### src/rtl/kmh_ram.sv
// Generic single-write, single-read RAM with registered read data.
// No dependencies.
`default_nettype none

module kmh_ram #(
    parameter int WIDTH = 8,
    parameter int DEPTH = 16
) (
    input  wire logic                                        i_clk,
    input  wire logic                                        i_we,
    input  wire logic [((DEPTH > 1) ? $clog2(DEPTH) : 1)-1:0] i_waddr,
    input  wire logic [WIDTH-1:0]                            i_wdata,
    input  wire logic [((DEPTH > 1) ? $clog2(DEPTH) : 1)-1:0] i_raddr,
    output logic      [WIDTH-1:0]                            o_rdata
);

    logic [WIDTH-1:0] r_mem [DEPTH];
    logic [WIDTH-1:0] r_rdata;

    always_ff @(posedge i_clk) begin
        if (i_we) begin
            r_mem[i_waddr] <= i_wdata;
        end
        r_rdata <= r_mem[i_raddr];
    end

    assign o_rdata = r_rdata;

endmodule

`default_nettype wire

### config.mk
export PLATFORM = sky130hd
export DESIGN_NAME = kmh_ram
export DESIGN_NICKNAME = d
export VERILOG_FILES = /design/src/rtl/kmh_ram.sv
export SDC_FILE = /design/constraint.sdc
export NUM_CORES = 1
export LEC_CHECK = 0
export ABC_AREA = 1
export ABC_CLOCK_PERIOD_IN_PS = 2850
export BUFFER_PORTS_ARGS = -buffer_cell sky130_fd_sc_hd__buf_2
export CORE_MARGIN = 10
export CORE_UTILIZATION = 35
export CTS_CLUSTER_DIAMETER = 100
export CTS_CLUSTER_SIZE = 40
export DETAILED_ROUTE_END_ITERATION = 16
export PLACE_DENSITY = 0.54
export SYNTH_ARGS = -nofsm -noshare
export SYNTH_HDL_FRONTEND = slang
export SYNTH_SLANG_ARGS = --single-unit
export TNS_END_PERCENT = 100
### constraint.sdc
create_clock -name i_clk -period 2.85 [get_ports i_clk]
set_clock_uncertainty 0.1 [all_clocks]
set_input_delay 0.57 -clock i_clk [delete_from_list [all_inputs] [get_ports i_clk]]
set_output_delay 0.57 -clock i_clk [all_outputs]
set_load 0.01 [all_outputs]
==> impl_metrics.toml <==
[pwr]
p_per_area_nw_per_um2 = 717
vdd_drop_max_v = 0.000378
power_leakage_nw = 2.84
fin_total_pwr_mw = 4.78

[worst_setup_path]
r2r_end = "o_rdata[2]"
regToRegSetupSlack_ps = 1690
crit_buf_inv = 3
cp_max_fo = 33
critical_path_arrival_ps = 1890
timing.rr.start = "r_mem[1][2]"
critPathCaptureType = "flip-flop"
reg2reg_depth = 6
critPathMaxStageDelay_ps = 440
worstSetupPathType = "in -> reg"
cp_data_required_time_ps = 3060
cpMaxStageDelayCell = "inv_2"
crit_family = "buffers and inverters"
worst_setup_path_start_kind = "input pin"
crit_chain = "buf_2, inv_2, buf_12, nand2_1, nand3_1, nand3_1, nand3_1, nand2_1"
crit_path_frequent_cell = "nand3_1"

[synth]
netlist_area_um2 = 5770
synth-simple-area-share_pct = 21.0
synth_fa_ha_area_share_pct = 0
ys_seq_elements = 136
synth_area_leaders = "edfxtp_1 (67%), nand2_1 (11%), nand3_1 (8.4%)"
synth_top_family_by_area = "simple AND/OR/NAND/NOR gates"
synthCells = 551
avgSynthCellArea_um2 = 10.5
synth_compound_area_share_pct = 0
synth_cell_types = 12
ys_seq_area_share_pct = 69.4
synth_top_area_share_pct = 66.7
muxShareOfSynthArea_pct = 0
synth_top_area_cell = "edfxtp_1"
synthesis.nets = 569
yosys_warnings = 0
synthXorXnorAreaFrac_pct = 0

[grt]
grt_pass1_wl_um = 21300
antenna_found_initial = 0
grt_usage_pct = 12.9
grt_pass1_vias = 3756
grt.overflow.total = 0
grt_max_degree = 65

[cts]
cts_max_level = 4
clk_latency_ps = 420
cts_buffers = 17
cts_setup_buffers = 0
clockBufferDepth = 2
cts_tree = "built"
cts-resized-gates = 0
path_clk_slew_ps = 60
cts_sinks = 136
cts-root-buf = "clkbuf_16"
postCtsHoldBufs = 0

[sta]
rsz0062_at_grt = "false"
finalHoldViolCount = 0
slew_viol_final = 0
setup_viol = 0
max_slew_margin_pct = 47.8
fmax_mhz = 593
fin_crit_ps = 1690
fin_crit_sh_pct = 59.2
hold_slack_ps = 419
worstMarginPinSlew_ps = 780
fin_tns_setup_ps = 0

[drt]
ant_nets = 0
post_drt_via_cell_ratio = 4.71
vias = 3800
drc = 0
wl_per_cell_um = 17.0
drt_wl_total_um = 13700
first_iter_violations = 355
dr.pass1.iters = 5

[die]
core_area_um2 = 16000
die_h_um = 148
die_w_um = 148
row_count = 46
start_util_pct = 36.0
ioPinCount = 26
die_area_um2 = 22000

[min_path]
hold_class = "in -> reg"
whs_path_depth = 3
min_from = "i_raddr[3]"
min_to = "o_rdata[7]"

[layout]
nets = 596
layout.cells.non_filler = 806
drive_gt1_share_pct = 10.7
area_growth_pct = 15.7
antenna_cells = 0

[run]
maxCapViolations = 0

[run_status]
status = "finished, final reports clean"

[placed_design]
gp_congestion = 0.884
dp_cells = 775
port-buffer-count = 25
dp_hpwl_um = 8740
## Yosys cell counts, drive strengths merged
| cell | count |
|---|---|
| nand3 | 97 |
| nand2 | 173 |
| inv | 102 |
| nor2 | 17 |
| buf | 24 |
| dfxtp | 8 |
| nand3b | 2 |
| edfxtp | 128 |
## logic make-up after synthesis
logic type             after synthesis
flip-flops                         136
AND/OR/NAND/NOR                    289
buffers and inverters              126
## power by group
group	switching, mW	internal [mW]	leakage (nW)
clock network	0.809	1.45	0.281
logic	0.195	0.0742	1.33
registers	0.0170	2.24	1.22
## metal layers
| layer | routed length, um | global-route usage, % | vias to the layer above | part of all wire (%) |
|---|---|---|---|---|
| li1 | - | - | 1828 | - |
| met1 | 6390 | 16.8 | 1838 | 47 |
| met2 | 6470 | 20.3 | 119 | 47 |
| met3 | 616 | 2.79 | 15 | 4.5 |
| met4 | 246 | 5.20 | 0 | 1.8 |
| met5 | 0 | 0 | - | 0 |
## sequential cells by signal, indices dropped and copies added (netlist names)
register	count
o_rdata	8
r_mem	128
## worst max path at each step
| stage | start | endpoint | slack [ps] | cells after the start |
|---|---|---|---|---|
| after global routing | i_raddr[0] | o_rdata[5] | 1040 | 8 |
| after detailed placement | i_raddr[0] | o_rdata[3] | 730 | 8 |
| after global placement | i_raddr[0] | o_rdata[5] | 720 | 8 |
| after floorplan | i_waddr[2] | r_mem[10][0] | 1230 | 2 |
| after CTS | i_raddr[0] | o_rdata[3] | 1170 | 8 |
| final | i_raddr[0] | o_rdata[5] | 1160 | 8 |
## worst min-delay path: cells and delay by family
family                 cells  cell delay (ps)
AND/OR/NAND/NOR            2              140
buffers and inverters      1              170
## cell usage in the layout, fill, tap and decap left out
cell type and count:
clkinv_1 1, buf_2 25, clkbuf_1 1, nand2_1 173
inv_1 100, nor2_1 17, clkinv_2 2, clkinvlp_4 5
inv_2 2, buf_12 1, buf_4 6, edfxtp_1 128
clkinv_4 1, nand3_1 97, clkbuf_16 17, dfxtp_1 8
bufinv_16 4, nand3b_1 2
## cell type report
type                    instances  area (um^2)
clock inverters                13          180
repair buffers                 32          190
inverters                     102          383
multi-input cells             289         1210
well taps                     216          270
flip-flops and latches        136         4000
fillers                      1574         9330
clock buffers                  18          429
## metrics by stage
| step | utilization [%] | worst slack (ps) | area [um^2] |
|---|---|---|---|
| 5_1_grt | 41.7 | 1040 | 6670 |
| 2_1_floorplan | - | 1230 | 5770 |
| 3_3_place_gp | 37.9 | 718 | 6060 |
| 6_report | 41.7 | 1160 | 6670 |
| 4_1_cts | 41.7 | 1170 | 6670 |
| 3_5_place_dp | 37.9 | 730 | 6060 |
No activity file was read; power rests on OpenSTA's default activity.
